## src/rtl/core/pwsp_pkg.sv

```systemverilog
// Package for the plane-wave surface point block: types, constants, helpers.
// No dependencies.
package pwsp_pkg;

   localparam int XY_W = 34;
   localparam int ATAN_ENTRIES = 24;
   localparam logic signed [XY_W-1:0] GAIN_Q30 = 34'sd652032874;
   localparam logic [31:0] QUARTER_TURN = 32'h4000_0000;
   localparam logic [31:0] HALF_TURN = 32'h8000_0000;

   localparam logic [7:0] REG_AMPLITUDE = 8'd0;
   localparam logic [7:0] REG_WAVE_ANGLE = 8'd1;
   localparam logic [7:0] REG_WAVE_PHASE = 8'd2;
   localparam logic [7:0] REG_WAVE_FREQUENCY = 8'd3;

   typedef struct packed {
      logic signed [XY_W-1:0] x;
      logic signed [XY_W-1:0] y;
      logic signed [XY_W-1:0] z;
      logic neg;
   } cordic_vec_type;

   typedef struct packed {
      logic signed [31:0] u;
      logic signed [31:0] v;
      logic signed [31:0] bz;
      logic signed [31:0] px;
      logic signed [31:0] py;
   } item_type;

   typedef struct packed {
      logic signed [31:0] bz;
      logic signed [31:0] px;
      logic signed [31:0] py;
   } side_type;

   // arctangent steps in 2^-32 turn units
   function automatic logic [31:0] atan_step(input int idx);
      logic [31:0] r;
      case (idx)
         0: r = 32'd536870912;
         1: r = 32'd316933406;
         2: r = 32'd167458907;
         3: r = 32'd85004756;
         4: r = 32'd42667331;
         5: r = 32'd21354465;
         6: r = 32'd10679838;
         7: r = 32'd5340245;
         8: r = 32'd2670163;
         9: r = 32'd1335087;
         10: r = 32'd667544;
         11: r = 32'd333772;
         12: r = 32'd166886;
         13: r = 32'd83443;
         14: r = 32'd41722;
         15: r = 32'd20861;
         16: r = 32'd10430;
         17: r = 32'd5215;
         18: r = 32'd2608;
         19: r = 32'd1304;
         20: r = 32'd652;
         21: r = 32'd326;
         22: r = 32'd163;
         23: r = 32'd81;
         default: r = 32'd0;
      endcase
      return r;
   endfunction

   function automatic logic signed [31:0] sat32(input logic signed [63:0] v);
      logic signed [31:0] r;
      if (v > 64'sd2147483647) begin
         r = 32'sh7fff_ffff;
      end else if (v < -64'sd2147483648) begin
         r = 32'sh8000_0000;
      end else begin
         r = v[31:0];
      end
      return r;
   endfunction

endpackage

```

## src/rtl/core/pwsp_cordic_cell.sv

```systemverilog
// One registered CORDIC rotation step.
// Depends on pwsp_pkg.
module pwsp_cordic_cell import pwsp_pkg::*; #(
   parameter int IDX = 0
) (
   input  logic           clock,
   input  cordic_vec_type cell_din,
   output cordic_vec_type cell_dout
);

   localparam logic signed [XY_W-1:0] ATAN = XY_W'(signed'({1'b0, atan_step(IDX)}));

   cordic_vec_type vec_in;
   cordic_vec_type vec_ff;

   always_comb begin
      vec_in = cell_din;
      if (!cell_din.z[XY_W-1]) begin
         vec_in.x = cell_din.x - (cell_din.y >>> IDX);
         vec_in.y = cell_din.y + (cell_din.x >>> IDX);
         vec_in.z = cell_din.z - ATAN;
      end else begin
         vec_in.x = cell_din.x + (cell_din.y >>> IDX);
         vec_in.y = cell_din.y - (cell_din.x >>> IDX);
         vec_in.z = cell_din.z + ATAN;
      end
   end

   always_ff @(posedge clock) begin
      vec_ff <= vec_in;
   end

   assign cell_dout = vec_ff;

endmodule

```

## src/rtl/core/pwsp_cordic_chain.sv

```systemverilog
// Pipelined cosine/sine of a 32-bit binary angle: quadrant fold, row of cells, rounding.
// Depends on pwsp_pkg and pwsp_cordic_cell.
module pwsp_cordic_chain import pwsp_pkg::*; #(
   parameter int STAGES = 16,
   parameter int FRAC_BITS = 16
) (
   input  logic                        clock,
   input  logic [31:0]                 angle,
   output logic signed [FRAC_BITS+2:0] cos_out,
   output logic signed [FRAC_BITS+2:0] sin_out
);

   localparam int CW = FRAC_BITS + 3;
   localparam int SH = 30 - FRAC_BITS;
   localparam logic signed [XY_W-1:0] HALF = XY_W'(1) <<< (SH - 1);

   cordic_vec_type pre_in, pre_ff;
   cordic_vec_type vec [0:STAGES];
   logic signed [XY_W-1:0] xn, yn, xr, yr;
   logic signed [CW-1:0] cos_in, sin_in, cos_ff, sin_ff;
   logic [31:0] folded;
   logic neg;

   always_comb begin
      neg = |((angle + QUARTER_TURN) & HALF_TURN);
      folded = neg ? (angle - HALF_TURN) : angle;
      pre_in.x = GAIN_Q30;
      pre_in.y = '0;
      pre_in.z = XY_W'(signed'(folded));
      pre_in.neg = neg;
   end

   always_ff @(posedge clock) begin
      pre_ff <= pre_in;
   end

   assign vec[0] = pre_ff;

   for (genvar i = 0; i < STAGES; i++) begin : g_cell
      pwsp_cordic_cell #(.IDX(i)) u_cell (
         .clock     (clock),
         .cell_din  (vec[i]),
         .cell_dout (vec[i+1])
      );
   end

   always_comb begin
      xn = vec[STAGES].neg ? -vec[STAGES].x : vec[STAGES].x;
      yn = vec[STAGES].neg ? -vec[STAGES].y : vec[STAGES].y;
      xr = (xn + HALF) >>> SH;
      yr = (yn + HALF) >>> SH;
      cos_in = xr[CW-1:0];
      sin_in = yr[CW-1:0];
   end

   always_ff @(posedge clock) begin
      cos_ff <= cos_in;
      sin_ff <= sin_in;
   end

   assign cos_out = cos_ff;
   assign sin_out = sin_ff;

endmodule

```

## config.mk

```make
export PLATFORM = sky130hd
export DESIGN_NAME = pwsp_cordic_chain
export DESIGN_NICKNAME = d
export VERILOG_FILES = /design/src/rtl/core/pwsp_pkg.sv /design/src/rtl/core/pwsp_cordic_cell.sv /design/src/rtl/core/pwsp_cordic_chain.sv
export SDC_FILE = /design/constraint.sdc
export NUM_CORES = 2
export LEC_CHECK = 0
export BUFFER_PORTS_ARGS = -buffer_cell sky130_fd_sc_hd__buf_2
export CORE_MARGIN = 4
export CORE_UTILIZATION = 45
export DETAILED_ROUTE_END_ITERATION = 6
export PLACE_DENSITY = 0.73
export SLEW_MARGIN = 30
export SYNTH_ARGS = -nofsm -noshare
export SYNTH_HDL_FRONTEND = slang
export SYNTH_SLANG_ARGS = --single-unit
```

## constraint.sdc

```tcl
create_clock -name clock -period 4.59 [get_ports clock]
set_input_delay 0.2295 -clock clock [delete_from_list [all_inputs] [get_ports clock]]
set_output_delay 0.2295 -clock clock [all_outputs]
set_load 0.05 [all_outputs]
```

==> flow_summary_export.csv <==
group,metric,value,unit
outcome,status,"finished, final reports clean",
global_routing,grt_util_all_layers,0.208,
setup_path,worstSetupPathType,"flop to flop",
layout,layout-drive-gt1-share,0.0819,
min_path,min_path_type,"input pin to flop",
synth,syn_inst,13000,
setup_path,crit_path_cell_trace,"or4_4 -> nor4_4 -> buf_4 -> nand2_4 -> nor4_4 -> a21oi_2 -> xnor2_1 -> ha_1 -> buf_4 -> a221o_1 -> a21oi_2 -> o21ai_1 -> a21o_1 -> or4_4 -> nand3_2 -> a211oi_2 -> a2111oi_2 -> buf_4 -> a21oi_1 -> xor2_1",
routing,wirelength,278000,um
floorplan,die_h,506,um
routing,vias,93800,
synth,syn_nets,14500,
synth,synth_warnings,0,
flow_run,drv_cap,0,
layout,syn_to_final_growth,13.0,%
floorplan,pin_count,71,
floorplan,design.core.area,0.246,mm2
clock_tree,clock_path_buffers,3,
setup_path,r2r_start,"g_cell[8].u_cell.cell_dout[80]",
synth,synth_edf_count,0,
synth,yosysTopAreaCellShare,0.279,
clock_tree,cts_tree,"built",
routing,via_per_inst,5.52,
floorplan,rows,182,
global_routing,antenna_found_initial,1,
sta,finalMaxSlewViolations,0,
global_routing,grt_pass1_vias,88400,
global_routing,overflow,0,
setup_path,critPathLaunch,"g_cell[8].u_cell.cell_dout[80]",
setup_path,rrSetupSlack,0.11,ns
sta,fmax,0.223,GHz
sta,setup_violations,0,
sta,maxSlewHeadroom,0.352,
place,dp_hpwl,221000,um
synth,yosysMostFrequentCell,"dfxtp_1",
synth,yosys-top-cells-count,"dfxtp_1 (1558), a21oi_1 (1454), ha_1 (1396)",
floorplan,die-area,0.256,mm2
layout,register_area,0.0312,mm2
place,placed_area,0.118,mm2
routing,drc,0,
synth,avgSynthCellArea,8.57,um2
floorplan,start_util,0.453,
clock_tree,cts.htree.levels,4,
sta,period_needed,4.48,ns
setup_path,cp_num_cells,20,
routing,drtAntennaViolNets,0,
global_routing,grt_max_degree,61,
place,io_buffer_count,70,
setup_path,slowest_stage,"or4_4",
synth,yosysSeqAreaShare,0.279,
sta,fin_ws,0.110,ns
min_path,whs_endpoint,"pre_ff[29]",
setup_path,r2r_cells,20,
synth,synth_top_area_cell,"dfxtp_1",
synth,yosys-top-cells-area,"dfxtp_1 (28%), ha_1 (16%), xnor2_1 (10%)",
synth,synth_top_flop_cell,"dfxtp_1",
routing,drt_iter0_markers,6235,
sta,fin_tns_setup,0,ns
sta,finalHoldViolations,0,
setup_path,cp_top_family,"simple AND/OR/NAND/NOR gates",
setup_path,cp.required,5.29,ns
layout,finalNetCount,15000,
setup_path,worst_setup_path_end_kind,"flop",
clock_tree,cts_root_buf,"clkbuf_16",
min_path,worst_hold_startpoint,"angle[28]",
routing,dr.pass1.iters,6,
place,place_congestion,0.962,
layout,design_area,0.126,mm2
setup_path,path_buf_inv,3,
clock_tree,clock_sinks,1558,
synth,synth-async-reset-ratio,0,
global_routing,grt_pass1_wl,448000,um
floorplan,die_w,506,um
sta,rsz0062_at_grt,"true",
sta,skew,0.0717,ns
setup_path,cp_slowest_stage_delay,0.55,ns
routing,avgRoutedWirePerCell,16.4,um
min_path,min_path_cells,2,
setup_path,start_kind,"flop",
sta,period_share,0.976,
setup_path,cp_data_arrival_time,5.18,ns
clock_tree,cts.reportedPaths.clkPinSlew,0.06,ns
setup_path,critPathMaxFanout,3,
clock_tree,cts_made_buffers,174,
synth,synth-seq-cells,1558,
clock_tree,clk_latency,0.85,ns
layout,multiInputGateArea,0.0785,mm2
synth,synth_cell_types,96,
setup_path,worstReg2RegEnd,"g_cell[9].u_cell.cell_dout[66]",
place,preCtsSetupSlack,-0.0588,ns
setup_path,critPathMostFrequentCell,"buf_4",
layout,nFillCells,22900,
sta,worst_slew_pin_slew,0.964,ns
synth,synth.cell_area,0.112,mm2
layer usage:
| layer | global-route usage | vias up | routed length, um |
|---|---|---|---|
| met4 | 0.0848 | 0 | 12000 |
| met5 | 0 | - | 0 |
| met1 | 0.255 | 43400 | 121000 |
| li1 | - | 47900 | - |
| met3 | 0.0243 | 558 | 10900 |
| met2 | 0.368 | 1856 | 134000 |
area by class of cell:
cell class,count,area share
diodes,1,0.0000198
clock buffers,223,0.0380
clock inverters,95,0.0104
inverters,540,0.0161
multi-input cells,10700,0.623
flip-flops and latches,1558,0.247
well taps,3312,0.0329
repair buffers,544,0.0326
worst max path at each step:
stage                                       endpoint  slack, ns
floorplan             g_cell[9].u_cell.cell_dout[66]       0.02
global placement     g_cell[4].u_cell.cell_dout[102]      -0.19
CTS                 g_cell[14].u_cell.cell_dout[102]       0.02
detailed placement   g_cell[4].u_cell.cell_dout[102]      -0.06
global route          g_cell[9].u_cell.cell_dout[66]      -0.14
finish                g_cell[9].u_cell.cell_dout[66]       0.11
repair_timing:
item | 4_1_cts | 5_1_grt
pin swaps | 0 | 68
buffers inserted | 0 | 22
hold buffers | 60 | 0
setup endpoints to repair | 6 | 102
endpoints found under the hold margin | 33 | 0
cloned | 0 | 0
gates resized for setup | 5 | 200
state kept, by name (all words and copies together), names as in the netlist:
signal,count
cos_out,19
g_cell.u_cell.cell_dout,1487
pre_ff,33
sin_out,19
logic make-up (layout without fill, tap and decap cells):
logic type	after synthesis	after routing	synth area share
AND/OR/NAND/NOR	3338	3338	0.148
XOR/XNOR	1925	1925	0.151
adder cells (fa/ha/maj)	1440	1440	0.164
other	1	2	0.0000336
flip-flops	1558	1558	0.279
multiplexers	105	105	0.0101
buffers and inverters	744	1402	0.0252
AO/OA/AOI/OAI	3914	3914	0.222
cells in the final DEF, fill, tap and decap left out, types with 192 or more instances in the layout:
cell type,count
dfxtp_1,1538
nor3_1,338
nand3_1,215
nor2_1,1111
nor2b_1,192
o21a_1,214
a21o_1,703
nand2b_1,201
xor2_1,655
xnor2_1,1267
nand2_1,534
inv_1,537
a21oi_1,1436
buf_4,408
o21ai_0,554
ha_1,1393
through the flow:
stage / utilization / std cells / hold WS, ns
floorplan: - / 13000 / 0.257
global placement: 0.480 / 16600 / 0.311
detailed placement: 0.480 / 16600 / 0.312
CTS: 0.508 / 17000 / 0.00700
global route: 0.512 / 17000 / 0.0334
finish: 0.512 / 17000 / 0.0888
worst register-to-register path: cells and delay by family, from the launching register on:
family,cells,cell delay (ns)
buffers and inverters,3,0.48
DFF,1,0.32
and+or+nand+nor,6,1.78
AOI/OAI and AO/OA,8,1.20
xor gates and xnor gates,2,0.28
adders and majority gates,1,0.30
Power is not shown: default switching activity piles up to over one toggle a cycle in this logic, so the estimate is an artifact.
